[src/hw/rtl/i2ctbe_pkg.sv]
// shared types, constants and helpers of the i2c target buffer engine
`timescale 1ns / 1ps

package i2ctbe_pkg;

  // buffer geometry
  localparam int unsigned BufSize = 8;
  localparam int unsigned PtrW    = $clog2(BufSize);
  localparam int unsigned LastIdx = BufSize - 1;

  // field widths
  localparam int unsigned FuncW   = 3;
  localparam int unsigned ByteW   = 8;
  localparam int unsigned HostIdxW = 3;
  localparam int unsigned MarkerW = 2;

  // stream widths
  localparam int unsigned InDataW  = 16;
  localparam int unsigned OutDataW = 32;

  // classified bus and host events
  typedef enum logic [FuncW-1:0] {
    FuncAddrWrite = 3'd0,
    FuncByteRx    = 3'd1,
    FuncTxReq     = 3'd2,
    FuncStop      = 3'd3,
    FuncHostLoad  = 3'd4,
    FuncHostRead  = 3'd5
  } func_e;

  // receive marker codes
  typedef enum logic [MarkerW-1:0] {
    MarkEvent  = 2'd0,
    MarkStored = 2'd1,
    MarkEnd    = 2'd2
  } marker_e;

  // per-item info held between the update stage and the output stage
  typedef struct packed {
    logic               ack;
    marker_e            marker;
    logic               pause;
    logic [ByteW-1:0]   mode_flag;
    logic               tx_rd;
    logic               rx_rd;
    logic [PtrW-1:0]    addr;
  } s1_t;

  // tx store contents after reset; entries past the eighth are zero
  function automatic logic [ByteW-1:0] tx_init(input logic [PtrW-1:0] idx);
    logic [ByteW-1:0] val;
    val = '0;
    if (32'(idx) < 32'd8) begin
      case (32'(idx))
        32'd0:   val = 8'h01;
        32'd1:   val = 8'h03;
        32'd2:   val = 8'h07;
        32'd3:   val = 8'h0F;
        32'd4:   val = 8'h80;
        32'd5:   val = 8'hC0;
        32'd6:   val = 8'hE0;
        32'd7:   val = 8'hF0;
        default: val = '0;
      endcase
    end
    return val;
  endfunction

endpackage

[src/hw/rtl/i2ctbe_ram.sv]
// generic one-write one-read ram with registered read and per-entry written bits
`timescale 1ns / 1ps

module i2ctbe_ram #(
  parameter int unsigned Depth = 8,
  parameter int unsigned Width = 8
) (
  input  logic                     clk_i,
  input  logic                     rst_ni,
  input  logic                     we_i,
  input  logic [$clog2(Depth)-1:0] waddr_i,
  input  logic [Width-1:0]         wdata_i,
  input  logic                     re_i,
  input  logic [$clog2(Depth)-1:0] raddr_i,
  output logic [Width-1:0]         rdata_o,
  output logic                     rwritten_o
);

  logic [Width-1:0] mem [Depth];
  logic [Depth-1:0] written_q;
  logic [Width-1:0] rdata_q;
  logic             rwritten_q;

  // storage array, no reset
  always_ff @(posedge clk_i) begin
    if (we_i) begin
      mem[waddr_i] <= wdata_i;
    end
    if (re_i) begin
      rdata_q <= mem[raddr_i];
    end
  end

  // written bits, cleared at reset so unwritten entries read as their default
  always_ff @(posedge clk_i or negedge rst_ni) begin
    if (!rst_ni) begin
      written_q  <= '0;
      rwritten_q <= 1'b0;
    end else begin
      if (we_i) begin
        written_q[waddr_i] <= 1'b1;
      end
      if (re_i) begin
        rwritten_q <= written_q[raddr_i];
      end
    end
  end

  assign rdata_o    = rdata_q;
  assign rwritten_o = rwritten_q;

endmodule

[src/hw/rtl/i2ctbe_ctrl.sv]
// pointer and mode flag update, store access issue and first pipeline stage
`timescale 1ns / 1ps

module i2ctbe_ctrl
  import i2ctbe_pkg::*;
(
  input  logic                clk_i,
  input  logic                rst_ni,
  input  logic                in_valid_i,
  output logic                in_ready_o,
  input  logic [FuncW-1:0]    func_i,
  input  logic [ByteW-1:0]    data_byte_i,
  input  logic [HostIdxW-1:0] host_index_i,
  input  logic                s1_take_i,
  output logic                s1_valid_o,
  output s1_t                 s1_o,
  output logic                rx_we_o,
  output logic                rx_re_o,
  output logic                tx_we_o,
  output logic                tx_re_o,
  output logic [PtrW-1:0]     rx_waddr_o,
  output logic [PtrW-1:0]     tx_waddr_o,
  output logic [PtrW-1:0]     rd_addr_o,
  output logic [ByteW-1:0]    wdata_o
);

  logic [PtrW-1:0]  ptr_q, ptr_d;
  logic             ptr_valid_q, ptr_valid_d;
  logic [ByteW-1:0] flag_q, flag_d;
  logic             s1_valid_q;
  s1_t              s1_q, s1_d;
  logic             accept;
  logic [PtrW-1:0]  eff_ptr;
  logic [PtrW:0]    inc;
  logic             at_end;
  logic             host_in_range;
  logic [PtrW-1:0]  host_addr;
  logic             rx_we, rx_re, tx_we, tx_re;
  logic [PtrW-1:0]  rd_addr;

  assign in_ready_o = !s1_valid_q || s1_take_i;
  assign accept     = in_valid_i && in_ready_o;

  // pointer arithmetic, an undefined pointer counts from entry zero
  assign eff_ptr       = ptr_valid_q ? ptr_q : '0;
  assign inc           = {1'b0, eff_ptr} + (PtrW+1)'(1);
  assign at_end        = inc >= (PtrW+1)'(LastIdx);
  assign host_in_range = 32'(host_index_i) < BufSize;
  assign host_addr     = PtrW'(host_index_i);

  // event decode
  always_comb begin
    ptr_d        = ptr_q;
    ptr_valid_d  = ptr_valid_q;
    flag_d       = flag_q;
    rx_we        = 1'b0;
    rx_re        = 1'b0;
    tx_we        = 1'b0;
    tx_re        = 1'b0;
    rd_addr      = host_addr;
    s1_d         = '0;
    s1_d.marker  = MarkEvent;
    unique case (func_i)
      FuncAddrWrite: begin
        s1_d.ack = 1'b1;
      end
      FuncByteRx: begin
        if (!ptr_valid_q) begin
          flag_d      = data_byte_i;
          ptr_d       = '0;
          ptr_valid_d = 1'b1;
          s1_d.ack    = 1'b1;
        end else begin
          rx_we = 1'b1;
          if (at_end) begin
            ptr_d       = '0;
            ptr_valid_d = 1'b0;
            s1_d.ack    = 1'b0;
            s1_d.marker = MarkEnd;
          end else begin
            ptr_d       = inc[PtrW-1:0];
            s1_d.ack    = 1'b1;
            s1_d.marker = MarkStored;
          end
        end
      end
      FuncTxReq: begin
        tx_re      = 1'b1;
        rd_addr    = eff_ptr;
        s1_d.tx_rd = 1'b1;
        if (at_end) begin
          ptr_d       = '0;
          ptr_valid_d = 1'b0;
          s1_d.ack    = 1'b0;
        end else begin
          ptr_d       = inc[PtrW-1:0];
          ptr_valid_d = 1'b1;
          s1_d.ack    = 1'b1;
        end
      end
      FuncHostLoad: begin
        tx_we = host_in_range;
      end
      FuncHostRead: begin
        rx_re      = host_in_range;
        s1_d.rx_rd = host_in_range;
      end
      default: begin
        s1_d.ack   = 1'b1;
        s1_d.pause = 1'b1;
      end
    endcase
    s1_d.mode_flag = flag_d;
    s1_d.addr      = rd_addr;
  end

  // architectural state and stage valid
  always_ff @(posedge clk_i or negedge rst_ni) begin
    if (!rst_ni) begin
      ptr_q       <= '0;
      ptr_valid_q <= 1'b0;
      flag_q      <= '0;
      s1_valid_q  <= 1'b0;
    end else begin
      if (accept) begin
        ptr_q       <= ptr_d;
        ptr_valid_q <= ptr_valid_d;
        flag_q      <= flag_d;
        s1_valid_q  <= 1'b1;
      end else if (s1_take_i) begin
        s1_valid_q  <= 1'b0;
      end
    end
  end

  // stage payload
  always_ff @(posedge clk_i) begin
    if (accept) begin
      s1_q <= s1_d;
    end
  end

  assign s1_valid_o = s1_valid_q;
  assign s1_o       = s1_q;
  assign rx_we_o    = accept && rx_we;
  assign rx_re_o    = accept && rx_re;
  assign tx_we_o    = accept && tx_we;
  assign tx_re_o    = accept && tx_re;
  assign rx_waddr_o = ptr_q;
  assign tx_waddr_o = host_addr;
  assign rd_addr_o  = rd_addr;
  assign wdata_o    = data_byte_i;

endmodule

[src/hw/rtl/i2ctbe_out_stage.sv]
// merges store read data with stage info and holds the result for the receiver
`timescale 1ns / 1ps

module i2ctbe_out_stage
  import i2ctbe_pkg::*;
(
  input  logic                clk_i,
  input  logic                rst_ni,
  input  logic                s1_valid_i,
  input  s1_t                 s1_i,
  output logic                s1_take_o,
  input  logic [ByteW-1:0]    tx_rdata_i,
  input  logic                tx_rwritten_i,
  input  logic [ByteW-1:0]    rx_rdata_i,
  input  logic                rx_rwritten_i,
  output logic                out_valid_o,
  input  logic                out_ready_i,
  output logic [OutDataW-1:0] out_data_o
);

  logic                out_valid_q;
  logic [OutDataW-1:0] out_data_q, out_data_d;
  logic [ByteW-1:0]    send_byte;
  logic [ByteW-1:0]    read_data;

  assign s1_take_o = s1_valid_i && (!out_valid_q || out_ready_i);

  // unwritten entries read as their reset contents
  always_comb begin
    send_byte = '0;
    read_data = '0;
    if (s1_i.tx_rd) begin
      send_byte = tx_rwritten_i ? tx_rdata_i : tx_init(s1_i.addr);
    end
    if (s1_i.rx_rd && rx_rwritten_i) begin
      read_data = rx_rdata_i;
    end
    out_data_d = {4'b0, read_data, s1_i.pause, s1_i.marker, s1_i.mode_flag,
                  send_byte, s1_i.ack};
  end

  // output register
  always_ff @(posedge clk_i or negedge rst_ni) begin
    if (!rst_ni) begin
      out_valid_q <= 1'b0;
    end else if (s1_take_o) begin
      out_valid_q <= 1'b1;
    end else if (out_ready_i) begin
      out_valid_q <= 1'b0;
    end
  end

  always_ff @(posedge clk_i) begin
    if (s1_take_o) begin
      out_data_q <= out_data_d;
    end
  end

  assign out_valid_o = out_valid_q;
  assign out_data_o  = out_data_q;

endmodule

[src/hw/rtl/i2c_target_buffer_engine_core.sv]
// I2C target buffer engine: bus event reaction with rx/tx stores and auto-increment
//
// Usage:
//   The slave stream carries one classified event per transaction: the event
//   code in tuser, the received or host byte and the host entry index in tdata.
//   Every event gives exactly one result on the master stream: ack/nack, the
//   byte to send, the current mode flag, the receive marker, pause and the
//   host read data, packed in tdata.
//   Each accepted event is registered first in the update stage, which
//   holds the pointer update and issues the store access, and then in the
//   output register, which merges in the store read data. A new event is
//   taken every cycle while the receiver keeps taking results.
//   Reset clears the pointer (undefined), the mode flag and the written bits
//   of both stores, so the rx store reads zero and the tx store reads its
//   default pattern; no clearing pass is needed.
//   When the receiver stalls, the result waits in the output register while
//   one more event can enter the update stage; after that the input stalls.
`timescale 1ns / 1ps

module i2c_target_buffer_engine_core
  import i2ctbe_pkg::*;
(
  input  logic                clk_i,
  input  logic                rst_ni,
  input  logic                s_axis_tvalid,
  output logic                s_axis_tready,
  // [7:0] data_byte, [10:8] host_index, [15:11] zero
  input  logic [InDataW-1:0]  s_axis_tdata,
  // [2:0] func
  input  logic [FuncW-1:0]    s_axis_tuser,
  output logic                m_axis_tvalid,
  input  logic                m_axis_tready,
  // [0] ack_next, [8:1] send_byte, [16:9] mode_flag, [18:17] rx_marker,
  // [19] pause, [27:20] read_data, [31:28] zero
  output logic [OutDataW-1:0] m_axis_tdata
);

  logic             s1_take;
  logic             s1_valid;
  s1_t              s1;
  logic             rx_we, rx_re, tx_we, tx_re;
  logic [PtrW-1:0]  rx_waddr, tx_waddr, rd_addr;
  logic [ByteW-1:0] wdata;
  logic [ByteW-1:0] rx_rdata, tx_rdata;
  logic             rx_rwritten, tx_rwritten;

  // event decode and pointer state
  i2ctbe_ctrl u_ctrl (
    .clk_i        (clk_i),
    .rst_ni       (rst_ni),
    .in_valid_i   (s_axis_tvalid),
    .in_ready_o   (s_axis_tready),
    .func_i       (s_axis_tuser),
    .data_byte_i  (s_axis_tdata[7:0]),
    .host_index_i (s_axis_tdata[10:8]),
    .s1_take_i    (s1_take),
    .s1_valid_o   (s1_valid),
    .s1_o         (s1),
    .rx_we_o      (rx_we),
    .rx_re_o      (rx_re),
    .tx_we_o      (tx_we),
    .tx_re_o      (tx_re),
    .rx_waddr_o   (rx_waddr),
    .tx_waddr_o   (tx_waddr),
    .rd_addr_o    (rd_addr),
    .wdata_o      (wdata)
  );

  // receive store
  i2ctbe_ram #(
    .Depth (BufSize),
    .Width (ByteW)
  ) u_rx_ram (
    .clk_i      (clk_i),
    .rst_ni     (rst_ni),
    .we_i       (rx_we),
    .waddr_i    (rx_waddr),
    .wdata_i    (wdata),
    .re_i       (rx_re),
    .raddr_i    (rd_addr),
    .rdata_o    (rx_rdata),
    .rwritten_o (rx_rwritten)
  );

  // transmit store
  i2ctbe_ram #(
    .Depth (BufSize),
    .Width (ByteW)
  ) u_tx_ram (
    .clk_i      (clk_i),
    .rst_ni     (rst_ni),
    .we_i       (tx_we),
    .waddr_i    (tx_waddr),
    .wdata_i    (wdata),
    .re_i       (tx_re),
    .raddr_i    (rd_addr),
    .rdata_o    (tx_rdata),
    .rwritten_o (tx_rwritten)
  );

  // result assembly and output register
  i2ctbe_out_stage u_out (
    .clk_i         (clk_i),
    .rst_ni        (rst_ni),
    .s1_valid_i    (s1_valid),
    .s1_i          (s1),
    .s1_take_o     (s1_take),
    .tx_rdata_i    (tx_rdata),
    .tx_rwritten_i (tx_rwritten),
    .rx_rdata_i    (rx_rdata),
    .rx_rwritten_i (rx_rwritten),
    .out_valid_o   (m_axis_tvalid),
    .out_ready_i   (m_axis_tready),
    .out_data_o    (m_axis_tdata)
  );

endmodule
[config.mk]
export PLATFORM = sky130hd
export DESIGN_NAME = i2c_target_buffer_engine_core
export DESIGN_NICKNAME = d
export VERILOG_FILES = /design/src/hw/rtl/i2ctbe_pkg.sv /design/src/hw/rtl/i2ctbe_ram.sv /design/src/hw/rtl/i2ctbe_ctrl.sv /design/src/hw/rtl/i2ctbe_out_stage.sv /design/src/hw/rtl/i2c_target_buffer_engine_core.sv
export SDC_FILE = /design/constraint.sdc
export NUM_CORES = 1
export LEC_CHECK = 0
export BUFFER_PORTS_ARGS = -buffer_cell sky130_fd_sc_hd__buf_4
export CORE_MARGIN = 2
export CORE_UTILIZATION = 55
export CTS_BUF_LIST = sky130_fd_sc_hd__clkbuf_8
export DETAILED_ROUTE_END_ITERATION = 7
export MAX_ROUTING_LAYER = met4
export PLACE_DENSITY = 0.73
export SLEW_MARGIN = 25
export SYNTH_ARGS = -nofsm -noshare
export SYNTH_HDL_FRONTEND = slang
export SYNTH_SLANG_ARGS = --single-unit
[constraint.sdc]
create_clock -name clk_i -period 4.1 [get_ports clk_i]
set_input_delay 0.205 -clock clk_i [delete_from_list [all_inputs] [get_ports clk_i]]
set_output_delay 0.205 -clock clk_i [all_outputs]
set_load 0.005 [all_outputs]
# Word-level counts from Yosys, hierarchy flattened
# Memories as Yosys holds them, arrays and structs flattened. A register that Yosys moved wholly into a read port is not among the register bits.
# Index checks and enable logic that the tools add are counted.
[op_classes]
bitwise = 2
mux = 37
eq_ne = 4
reduce_logical = 21
addsub = 1
n_lt_le_gt_ge = 6
[ops]
columns = ["operator", "n"]
rows = [
  ["8-bit 2-to-1 mux", 3],
  ["1-bit 2-to-1 mux", 21],
  ["3-bit 2-to-1 mux", 6],
  ["8-bit bitwise OR", 2],
  ["3-bit by 4-bit < comparator with 1-bit output, second input constant", 3],
  ["1-bit logical AND", 9],
  ["1-bit binary-select mux with 3-bit select", 2],
  ["1-bit demux with 3-bit select", 2],
  ["3-bit equality test, second input constant", 2],
  ["3-bit by 1-bit greater-or-equal comparator with 1-bit output, second input constant", 2],
  ["3-bit one-hot mux with 2 select lines", 1],
  ["2-bit nonzero test", 3],
  ["5-bit OR reduction", 1],
  ["3-bit by 1-bit adder with 4-bit output, second input constant", 1],
  ["4-bit by 3-bit greater-or-equal comparator with 1-bit output, second input constant", 1],
  ["2-bit AND reduction", 2],
  ["3-bit by 1-bit equality test with 1-bit output, second input constant", 1],
  ["3-bit by 2-bit equality test with 1-bit output, second input constant", 1],
  ["3-bit logical NOT", 1],
  ["1-bit one-hot mux with 3 select lines", 1],
  ["1-bit logical NOT", 2],
  ["1-bit logical OR", 2],
  ["1-bit one-hot mux with 2 select lines", 1],
  ["2-bit OR reduction", 1],
]
[word_totals]
regBits = 77
mem_bits_rw = 128
input_bits = 23
mem_count = 3
mem_bits_ro = 64
output_inout_bits = 34
wordCells = 93
[memory_table]
columns = ["name", "words", "word_bits", "rd", "rd_ports_with_merged_regs", "wr", "line", "rtl"]
rows = [
  ["(no name shown)", 8, 8, 1, 1, 0, "i2ctbe_pkg.sv:54", "case (32'(idx))"],
  ["u_rx_ram.mem", 8, 8, 1, 1, 1, "i2ctbe_ram.sv:19", "logic [Width-1:0] mem [Depth];"],
  ["u_tx_ram.mem", 8, 8, 1, 1, 1, "i2ctbe_ram.sv:19", ""],
]

# Logic depth before layout (Yosys ltp)
# Gate-level depths: netlist (run 1).
[logic_depth]
depth_word = 8
depth_mapped = 10
mapped_depth_nobuf = 8

# Modules after synthesis
# Synthesis (run 1) repeated with hierarchy kept, for this count alone.
[unflattened]
hier_cells = 461
area_unflattened_um2 = 8778.4
[by_module_without_submodules]
columns = ["module", "cells_each", "instances", "seq_area_each_um2", "area_each_um2"]
rows = [
  ["i2ctbe_ram (u_tx_ram)", 138, 1, 2387.3, 3096.7],
  ["i2ctbe_ram (u_rx_ram)", 138, 1, 2387.3, 3093.0],
  ["i2ctbe_ctrl", 113, 1, 835.8, 1462.7],
  ["i2ctbe_out_stage", 72, 1, 865.8, 1126.1],
]

# Least setup slack after synthesis (run 1)
# OpenSTA, ideal clock, no wires.
[synth_timing]
path_type = "in2reg"
from = "input port s_axis_tuser[2]"
to = "register u_rx_ram.rdata_q[3], in the netlist u_rx_ram.rdata_o[3], read port of u_rx_ram.mem (data pin)"
setup_ns = 0.260
cell_stages = 10
setup_slack_ns = 1.840
n_path_buf = 3
t_required_ns = 3.840
arrival_time_ns = 2.000
path_cell_list = "buf_6 -> or3b_4 -> inv_6 -> mux2i_4 -> inv_4 -> buf_12 -> buf_8 -> mux2i_1 -> mux2i_1 -> mux2_2"
[synth_via]
word_cells_on_any_way = 5
cone_classes = "2 x eq/ne; 2 x mux; 1 x reduce/logical"
[synth_lines]
columns = ["element", "line", "rtl"]
rows = [
  ["start, declared", "i2c_target_buffer_engine_core.sv:30", "input logic [FuncW-1:0] s_axis_tuser,"],
  ["3-bit by 2-bit equality test with 1-bit output", "i2ctbe_ctrl.sv:63", "unique case (func_i)"],
  ["3-bit 2-to-1 mux", "i2ctbe_ctrl.sv:63", ""],
  ["via rd_addr[0]", "i2c_target_buffer_engine_core.sv:42", "logic [PtrW-1:0] rx_waddr, tx_waddr, rd_addr;"],
  ["end, declared", "i2ctbe_ram.sv:21", "logic [Width-1:0] rdata_q;"],
]
# The timed path passes the listed nets, and every way through them passes these cells.
# A chain may end at the register's enable or synchronous reset.

# Final worst setup path (run 1)
[layout_timing]
from = "register u_out.out_valid_q, in the netlist u_out.out_valid_o"
to = "memory u_rx_ram.mem[5][7] (enable)"
[layout_via]
elab_chain_cells = 8
[layout_rtl]
columns = ["element", "line", "rtl"]
rows = [
  ["start, declared", "i2ctbe_out_stage.sv:21", "logic out_valid_q;"],
  ["start signal, assigned", "i2ctbe_out_stage.sv:45", "out_valid_q <= 1'b0;"],
  ["start signal, assigned", "i2ctbe_out_stage.sv:47", "out_valid_q <= 1'b1;"],
  ["start signal, assigned", "i2ctbe_out_stage.sv:49", "out_valid_q <= 1'b0;"],
  ["1-bit logical NOT", "i2ctbe_out_stage.sv:26", "assign s1_take_o = s1_valid_i && (!out_valid_q || out_ready_i);"],
  ["1-bit logical OR", "i2ctbe_out_stage.sv:26", ""],
  ["1-bit logical AND", "i2ctbe_out_stage.sv:26", ""],
  ["1-bit logical OR", "i2ctbe_ctrl.sv:41", "assign in_ready_o = !s1_valid_q || s1_take_i;"],
  ["1-bit logical AND", "i2ctbe_ctrl.sv:42", "assign accept = in_valid_i && in_ready_o;"],
  ["1-bit logical AND", "i2ctbe_ctrl.sv:145", "assign rx_we_o = accept && rx_we;"],
  ["1-bit 2-to-1 mux", "i2ctbe_ram.sv:26", "if (we_i) begin"],
  ["1-bit 2-to-1 mux (not written as such)", "i2ctbe_ram.sv:27", "mem[waddr_i] <= wdata_i;"],
  ["end, declared", "i2ctbe_ram.sv:19", ""],
]
# No other way between the ends.

==> results.toml, run 1 <==
[yosys]
ys_seq_area_share_pct = 72.45
yosys.area.top_type = "edfxtp_1"
synthTopCellsByArea = "edfxtp_1 62%, mux2i_1 11%, dfrtp_1 8.7%"
yosysMostFrequentCell = "edfxtp_1"
synth_edf_count = 189
synth-seq-cells = 229
syn_avg_cell_area_um2 = 16.36
yosys_warnings = 0
synthArstFlopShare_pct = 13.97
ys_types = 52
synthFlopType = "edfxtp_1"
ys_top_cells_by_count = "189 x edfxtp_1, 105 x mux2i_1, 41 x nand2_1, 32 x dfrtp_1, 29 x mux2_2"
synth_top_cell_area_share_pct = 61.96
synth_cells = 560
syn_area_um2 = 9160

[place]
hpwl_mm = 10.46
place_inst = 814
place_area_um2 = 9704
place_congestion = 0.9050
io_buffers = 47

[drt]
ant_nets = 0
via_per_inst = 5.365
dr_total_vias = 4748
dr.pass1.iters = 5
drc = 0
wl_per_cell_um = 19.19
drt-initial-drc-count = 329
routed_wl_mm = 16.98

[pwr]
pwr-share-seq_pct = 53.2
switchingPower_mw = 1.257
peakVddDrop_mv = 0.3765
power_density_nw_per_um2 = 500.9
p_leak_nw = 4.136
swShare_pct = 23.93
total_power_mw = 5.252
internal_power_mw = 3.995
comb_power_share_pct = 10.9
pwr-share-clk_pct = 35.9

[sta]
setup_viol = 0
max-slew-margin-rel_pct = 28.18
worst_slew_pin_slew_ns = 1.073
tns_ns = 0
final-hold-violation-count = 0
grt_setup_unrepaired = "no"
timing.fmax_ghz = 0.3615
timing.final.crit_share_pct = 67.47
skew_ns = 0.02345
drv_slew = 0
finalCriticalPeriod_ns = 2.766

[cts]
cts_tree = "yes"
h-tree-depth = 2
clk_path_buf_depth = 3
cts.reportedPaths.clkPinSlew_ns = 0.06
cts_made_buffers = 36
clock_latency_ns = 0.52
clkSinkCount = 229
cts_setup_buffers = 0
root_buffer = "clkbuf_8"

[grt]
grt-ovfl-total = 0
grt_start_max_net_pins = 69
track_usage_pct = 20.71
grt_pass1_vias = 5027
antenna_found_initial = 0
grt_pass1_wl_mm = 26.83

[final_layout]
final_net_count = 662
multi_input_area_um2 = 2307
fillerInstances = 1171
finalNonFillerCells = 885
drive_above_1_share_pct = 24.21
syn2layout_area_growth_pct = 14.47
fin_area_um2 = 10490
antenna_cells = 0
regArea_um2 = 6636

[floorplanning]
start_util_pct = 55.83
die_x_um = 133.1
design.portCount = 57
core_um2 = 16410
rows = 47
die_h_um = 133.1
dieArea_um2 = 17700

[worst_setup_path]
crit_arrival_ns = 2.90
cp-end-kind = "flip-flop"
startpoint_type = "flip-flop"
crit_required_ns = 4.23
path_max_fanout = 19
critPathKind = "flip-flop to flip-flop"

[job]
cap_violations = 0

[hold_path]
min_path_type = "primary input to flip-flop"

[outcome]
status = "finished clean"
[cells by family after synthesis]
logic type                 count (synthesis)  synth area share [%]
adders and majority gates                  2                0.2731
AOI/OAI and AO/OA                         27                 2.131
muxes                                    136                 15.53
other                                      1               0.04094
and+or+nand+nor                          126                 6.952
buffers and inverters                     39                 2.623
DFF                                      229                 72.45
[area by class of cell]
class,count,share of cell area (%)
Clock inverter,19,0.7757
Clock buffer,47,6.169
Multi-Input combinational cell,295,22.00
Tap cell,220,2.625
Inverter,16,0.6683
Timing Repair Buffer,59,4.463
Sequential cell,229,63.29
[layout by cell type, fill, tap and decap left out, types with 2 or more instances in the layout]
cell           instances
a32o_1                 2
and3_1                 9
clkinv_2               4
nor2_1                23
a21oi_1                3
clkinv_1               2
nand2b_1               6
nand3_1                3
nand3b_1               3
and2_1                 3
or2_2                 15
or3_1                  2
buf_4                 53
clkbuf_8              47
mux2i_1              104
o21ai_0                4
o22ai_1                3
dfxtp_1                8
inv_1                 25
nand2_1               41
ha_1                   2
dlygate4sd3_1          5
mux2i_4                2
mux2_2                29
nor2b_1                9
conb_1                 4
a31oi_1                4
dfrtp_1               32
edfxtp_1             189
inv_6                  3
nor3_1                 7
[metrics by stage]
stage | hold WS, ns | util [%] | setup WS, ns
2_1_floorplan | -0.09059 | - | 1.840
3_3_place_gp | 0.1662 | 59.15 | 1.223
3_5_place_dp | 0.1737 | 59.15 | 1.199
4_1_cts | 0.003852 | 63.89 | 1.231
5_1_grt | 0.03703 | 63.91 | 1.196
6_report | 0.02342 | 63.91 | 1.334
[power groups by stage]
stage                     Combinational (mW)  Sequential [mW]  Clock [mW]
after detailed placement               0.573             2.84           0
after global routing                   0.633             2.81        2.01
final                                  0.574             2.79        1.89
after floorplan                        0.437             2.79           0
after global placement                 0.554             2.83           0
after CTS                              0.580             2.79        1.92
[per-layer routing]
| layer | global-route usage [%] | vias up | wire length (µm) |
|---|---|---|---|
| met5 | - | - | 0 |
| met4 | 5.795 | 0 | 300 |
| met3 | 5.057 | 36 | 979 |
| met2 | 35.20 | 122 | 8674 |
| met1 | 24.83 | 2344 | 7027 |
| li1 | - | 2246 | - |
[what timing repair did]
item	4_1_cts	5_1_grt
gates resized for setup	0	0
endpoints found under the hold margin	35	0
hold buffers	5	0
[worst max-delay path, cell delays in order, from the launching register on]
cell and delay [ns]:
dfrtp_1 0.40, nand3b_1 0.14, nand2_1 0.43, or3_1 0.58, nor2_1 0.84
[path summary, 6_finish.rpt]
| path | from | to | slack [ns] | depth (start not counted) |
|---|---|---|---|---|
| max | u_out.out_valid_o | u_rx_ram.mem[5][7] | 1.33 | 4 |
| min | s_axis_tdata[6] | u_rx_ram.mem[6][6] | 0.02 | 1 |
| max reg2reg | u_out.out_valid_o | u_rx_ram.mem[5][7] | 1.33 | 4 |
| min reg2reg | u_ctrl.s1_o[11] | u_out.out_data_o[15] | 0.42 | 0 |
| max in group asynchronous | rst_ni | u_ctrl.flag_q[3] | 3.59 | 2 |
| min in group asynchronous | rst_ni | u_ctrl.rx_waddr_o[2] | 0.20 | 2 |
[registers in the layout, summed over array words and instances, names as in the netlist, 3 cells and up, named ones only]
register	flops
u_rx_ram.written_q	8
u_out.out_data_o	28
u_ctrl.flag_q	8
u_tx_ram.written_q	8
u_tx_ram.mem	64
u_ctrl.s1_o	17
u_rx_ram.rdata_o	8
u_ctrl.rx_waddr_o	3
u_tx_ram.rdata_o	8
u_rx_ram.mem	64
No activity file was read; power rests on OpenSTA's default activity.
==> inputs of run 2 (changes only) <==
Settings changed: PLACE_DENSITY 0.73 to 0.76.
Clock period 4.1 ns to 2.33 ns, I/O delays scaled along.
==> results.toml, run 2 (same netlist as run 1, synthesis figures left out) <==
[pwr]
pwr-share-seq_pct = 53.4
peakVddDrop_mv = 0.7058
total_power_mw = 9.169
internal_power_mw = 6.925
swShare_pct = 24.47
pwr-share-clk_pct = 33.8
p_leak_nw = 4.351
switchingPower_mw = 2.244
comb_power_share_pct = 12.8
power_density_nw_per_um2 = 840.9

[cts]
cts_tree = "yes"
clkSinkCount = 229
cts.reportedPaths.clkPinSlew_ns = 0.06
clock_latency_ns = 0.52
cts_made_buffers = 37
root_buffer = "clkbuf_8"
clk_path_buf_depth = 3
h-tree-depth = 2

[grt]
track_usage_pct = 21.18
antenna_found_initial = 0
grt_pass1_wl_mm = 27.59
grt_start_max_net_pins = 39
grt_pass1_vias = 5260
grt-ovfl-total = 0

[worst_setup_path]
crit_required_ns = 2.59
slowest_stage = "dlygate4sd3_1"
cp-end-kind = "flip-flop"
path_max_fanout = 17
cpPeakStageDelay_ns = 0.55
startpoint_type = "primary input"
critPathKind = "primary input to flip-flop"
crit_arrival_ns = 2.58
cp_cell_sequence = "dlygate4sd3_1 -> buf_4 -> or3b_4 -> inv_8 -> mux2i_4 -> clkinv_4 -> buf_12 -> buf_16 -> mux2i_2 -> mux2i_1 -> mux2_2"

[place]
place_ws_ns = 0.05165
place_congestion = 0.8288
io_buffers = 47
hpwl_mm = 10.94
place_area_um2 = 9930

[floorplanning]
die_h_um = 133.1
start_util_pct = 55.83
rows = 47
dieArea_um2 = 17700
core_um2 = 16410
design.portCount = 57
die_x_um = 133.1

[drt]
wl_per_cell_um = 19.57
drt-initial-drc-count = 308
routed_wl_mm = 18.16
ant_nets = 0
dr.pass1.iters = 5
via_per_inst = 5.543
drc = 0
dr_total_vias = 5144

[final_layout]
fin_area_um2 = 10900
regArea_um2 = 6638
antenna_cells = 0
fillerInstances = 1088
final_cell_mix = "189 x edfxtp_1, 103 x mux2i_1, 80 x buf_4, 41 x nand2_1, 41 x clkbuf_8"
drive_above_1_share_pct = 27.40
multi_input_area_um2 = 2311
syn2layout_area_growth_pct = 19.03
layout_commonest_cell = "edfxtp_1"
final_net_count = 709

[sta]
finalWorstSetupSlack_ns = 0.006992
skew_ns = 0.01896
timing.fmax_ghz = 0.4305
final-hold-violation-count = 0
setup_viol = 0
drv_slew = 0
timing.final.crit_share_pct = 99.70
finalCriticalPeriod_ns = 2.323
holdWs_ns = 0.08340

[outcome]
status = "finished clean"

[hold_path]
min_path_type = "primary input to async pin"

[job]
cap_violations = 0
-- run 2: cell types whose count changed in the layout (fill, tap and decap cells not counted), sizes merged --
cell,delta
clkinv,+8
clkbuf,-3
clkinvlp,+1
dlygate4sd3,+11
buf,+32
inv,-6
-- run 2: metrics by stage --
stage | setup TNS (ns) | std cells | utilization, %
2_1_floorplan | 0 | 563 | -
3_3_place_gp | 0 | 839 | 60.52
3_5_place_dp | 0 | 839 | 60.52
4_1_cts | 0 | 918 | 65.51
5_1_grt | -0.2376 | 928 | 66.45
6_report | 0 | 928 | 66.45
-- run 2: final timing paths --
kind / startpoint / to / slack [ns] / cells after the start
max in group asynchronous: rst_ni / u_ctrl.ptr_valid_q / 1.92 / 2
min: rst_ni / u_tx_ram.written_q[6] / 0.08 / 2
max: s_axis_tuser[1] / u_rx_ram.rdata_o[7] / 0.007 / 11
min in group clk_i: s_axis_tuser[2] / u_ctrl.s1_o[3] / 0.09 / 3
min reg2reg: u_ctrl.s1_o[8] / u_out.out_data_o[12] / 0.42 / 0
max reg2reg: u_ctrl.ptr_valid_q / u_ctrl.s1_o[16] / 0.14 / 7
-- run 2: worst max-delay path, delay by kind of cell --
family	cells	cell delay (ns)
buf+inv	6	1.17
simple gates	1	0.44
mux	4	0.84
-- run 2: routing by layer --
layer  track usage, %  wire, µm  up-vias
met1            27.07      7673     2590
li1                 -         -     2331
met3            4.559      1061       40
met5                -         0        -
met4            7.766       460        0
met2            33.74      8966      183
-- run 2: what timing repair did --
| action | CTS | global route |
|---|---|---|
| setup buffers | 0 | 7 |
| endpoints found under the hold margin | 165 | 0 |
| hold buffers | 16 | 0 |
| resized for setup | 0 | 6 |
| endpoints found under the setup margin | 0 | 10 |
-- run 2: area by class of cell --
class / instances / area share (%)
flip-flops and latches: 229 / 60.88
well taps: 220 / 2.525
clock inverters: 22 / 0.8607
inverters: 16 / 0.6656
multi-input cells: 295 / 21.20
repair buffers: 105 / 8.699
clock buffers: 41 / 5.176
-- run 2: power by group through the flow --
stage / clock network (mW) / logic (mW) / registers [mW]
after global placement: 0 / 1.04 / 4.95
after CTS: 3.15 / 1.11 / 4.89
after detailed placement: 0 / 1.08 / 4.97
final: 3.10 / 1.17 / 4.90
after global routing: 3.33 / 1.27 / 4.92
after floorplan: 0 / 0.768 / 4.90
==> inputs of run 3 (changes only) <==
==> constraint.sdc (replaced) <==
create_clock -name clk_i -period 2.33 [get_ports clk_i]
set_input_delay 0.5825 -clock clk_i [delete_from_list [all_inputs] [get_ports clk_i]]
set_output_delay 0.5825 -clock clk_i [all_outputs]
set_load 0.005 [all_outputs]
==> results.toml, run 3 (same netlist as run 1, synthesis figures left out) <==
[floorplanning]
design.portCount = 57
die_h_um = 133.1
start_util_pct = 55.83
core_um2 = 16410
die_x_um = 133.1
rows = 47
dieArea_um2 = 17700

[drt]
dr.pass1.iters = 4
via_per_inst = 5.347
routed_wl_mm = 17.05
dr_total_vias = 4919
drc = 0
wl_per_cell_um = 18.54
drt-initial-drc-count = 309
ant_nets = 0

[cts]
clkSinkCount = 229
cts_tree = "yes"
h-tree-depth = 2
clock_latency_ns = 0.53
cts_made_buffers = 37
root_buffer = "clkbuf_8"
clk_path_buf_depth = 3
cts.reportedPaths.clkPinSlew_ns = 0.07
cts_setup_buffers = 0

[final_layout]
finalNonFillerCells = 920
drive_above_1_share_pct = 29.43
syn2layout_area_growth_pct = 18.50
final_cell_mix = "189 x edfxtp_1, 104 x mux2i_1, 85 x buf_4, 43 x clkbuf_8, 40 x nand2_1"
fillerInstances = 1091
final_net_count = 696
antenna_cells = 0
fin_area_um2 = 10850
layout_commonest_cell = "edfxtp_1"

[sta]
final-hold-violation-count = 0
timing.fmax_ghz = 0.4708
setup_viol = 0
finalWorstSetupSlack_ns = 0.2059
grt_setup_unrepaired = "no"
finalCriticalPeriod_ns = 2.124
timing.final.crit_share_pct = 91.16
skew_ns = 0.02065
drv_slew = 0

[grt]
track_usage_pct = 20.89
grt_start_max_net_pins = 33
grt_pass1_wl_mm = 27.12
grt_pass1_vias = 5148
antenna_found_initial = 0
grt-ovfl-total = 0

[worst_setup_path]
reg2reg_slack_ns = 0.21
startpoint_type = "flip-flop"
crit_arrival_ns = 2.39
crit_required_ns = 2.60
r2r_end = "u_rx_ram.rdata_o[2]"
reg2reg_depth = 8
cp_common_cell = "mux2i_1"
critPathKind = "flip-flop to flip-flop"
crit_start = "u_ctrl.ptr_valid_q"
cpPeakStageDelay_ns = 0.50
r2r_start = "u_ctrl.ptr_valid_q"
cp-endpoint = "u_rx_ram.rdata_o[2]"
cp-end-kind = "flip-flop"
cp_cell_sequence = "nand2_1 -> inv_1 -> mux2i_4 -> inv_4 -> buf_12 -> mux2i_1 -> mux2i_1 -> mux2_2"
path_max_fanout = 24
slowest_stage = "dfrtp_2"

[place]
hpwl_mm = 10.93
place_congestion = 0.8936
place_inst = 851
place_ws_ns = -0.2675
io_buffers = 47
place_area_um2 = 10060

[pwr]
switchingPower_mw = 2.271
pwr-share-clk_pct = 37.2
comb_power_share_pct = 11.7
pwr-share-seq_pct = 51.1
power_density_nw_per_um2 = 883.3
total_power_mw = 9.587
swShare_pct = 23.69
p_leak_nw = 4.336
internal_power_mw = 7.316
peakVddDrop_mv = 0.6887

[job]
cap_violations = 0

[hold_path]
min_path_type = "primary input to flip-flop"
min-delay-start = "s_axis_tvalid"

[outcome]
status = "finished clean"
## run 3: cell types whose count changed in the layout (fill, tap and decap cells not counted), sizes merged
cell,before,now
buf,86,91
inv,23,21
bufinv,0,3
dlygate4sd3,16,1
clkinv,14,15
clkinvlp,1,2
clkbuf,44,43
## run 3: power by group through the flow
stage	clock [mW]	sequential [mW]	combinational (mW)
after global placement	0	4.96	1.08
after floorplan	0	4.91	0.779
after detailed placement	0	4.97	1.12
final	3.57	4.90	1.13
after global routing	3.83	4.92	1.23
after CTS	3.64	4.89	1.13
## run 3: timing repair
action	CTS	global route
hold endpoints to repair	32	0
gates resized for setup	0	1
setup endpoints to repair	0	8
hold buffers	1	0
## run 3: cell type report
cell class | instances | area, µm² | share of cell area [%]
clock buffers | 43 | 591.8 | 5.452
multi-input cells | 295 | 2323 | 21.41
well taps | 220 | 275.3 | 2.536
clock inverters | 25 | 190.2 | 1.752
flip-flops and latches | 229 | 6638 | 61.15
repair buffers | 92 | 768.2 | 7.078
inverters | 16 | 67.56 | 0.6225
## run 3: worst min path at each step
| stage | cells after the start | to | slack, ns |
|---|---|---|---|
| floorplan | 0 | u_ctrl.flag_q[0] | 0.29 |
| finish | 2 | u_ctrl.s1_valid_o | 0.25 |
| detailed placement | 0 | u_out.out_data_o[14] | 0.41 |
| global route | 2 | u_ctrl.s1_valid_o | 0.24 |
| CTS | 2 | u_ctrl.s1_valid_o | 0.23 |
| global placement | 0 | u_out.out_data_o[11] | 0.40 |
## run 3: metrics by stage
stage	hold slack (ns)	utilization [%]	TNS, ns
after global placement	0.4035	61.32	-3.668
after floorplan	0.2869	-	-4.673
after global routing	0.2394	66.16	0
after detailed placement	0.4061	61.32	-4.440
final	0.2539	66.16	0
after CTS	0.2317	66.15	0
## run 3: worst max-delay path: cells and delay by family (launching register included)
| family | cells | cell delay [ns] |
|---|---|---|
| DFF | 1 | 0.50 |
| muxes | 4 | 0.75 |
| buffers and inverters | 3 | 0.50 |
| and+or+nand+nor | 1 | 0.12 |
## run 3: routing by layer
metal | track usage (%) | up-vias | wire length, µm
met5 | - | - | 0
met4 | 8.483 | 0 | 427
met3 | 4.559 | 39 | 801
met2 | 33.79 | 138 | 8526
met1 | 25.81 | 2423 | 7298
li1 | - | 2319 | -
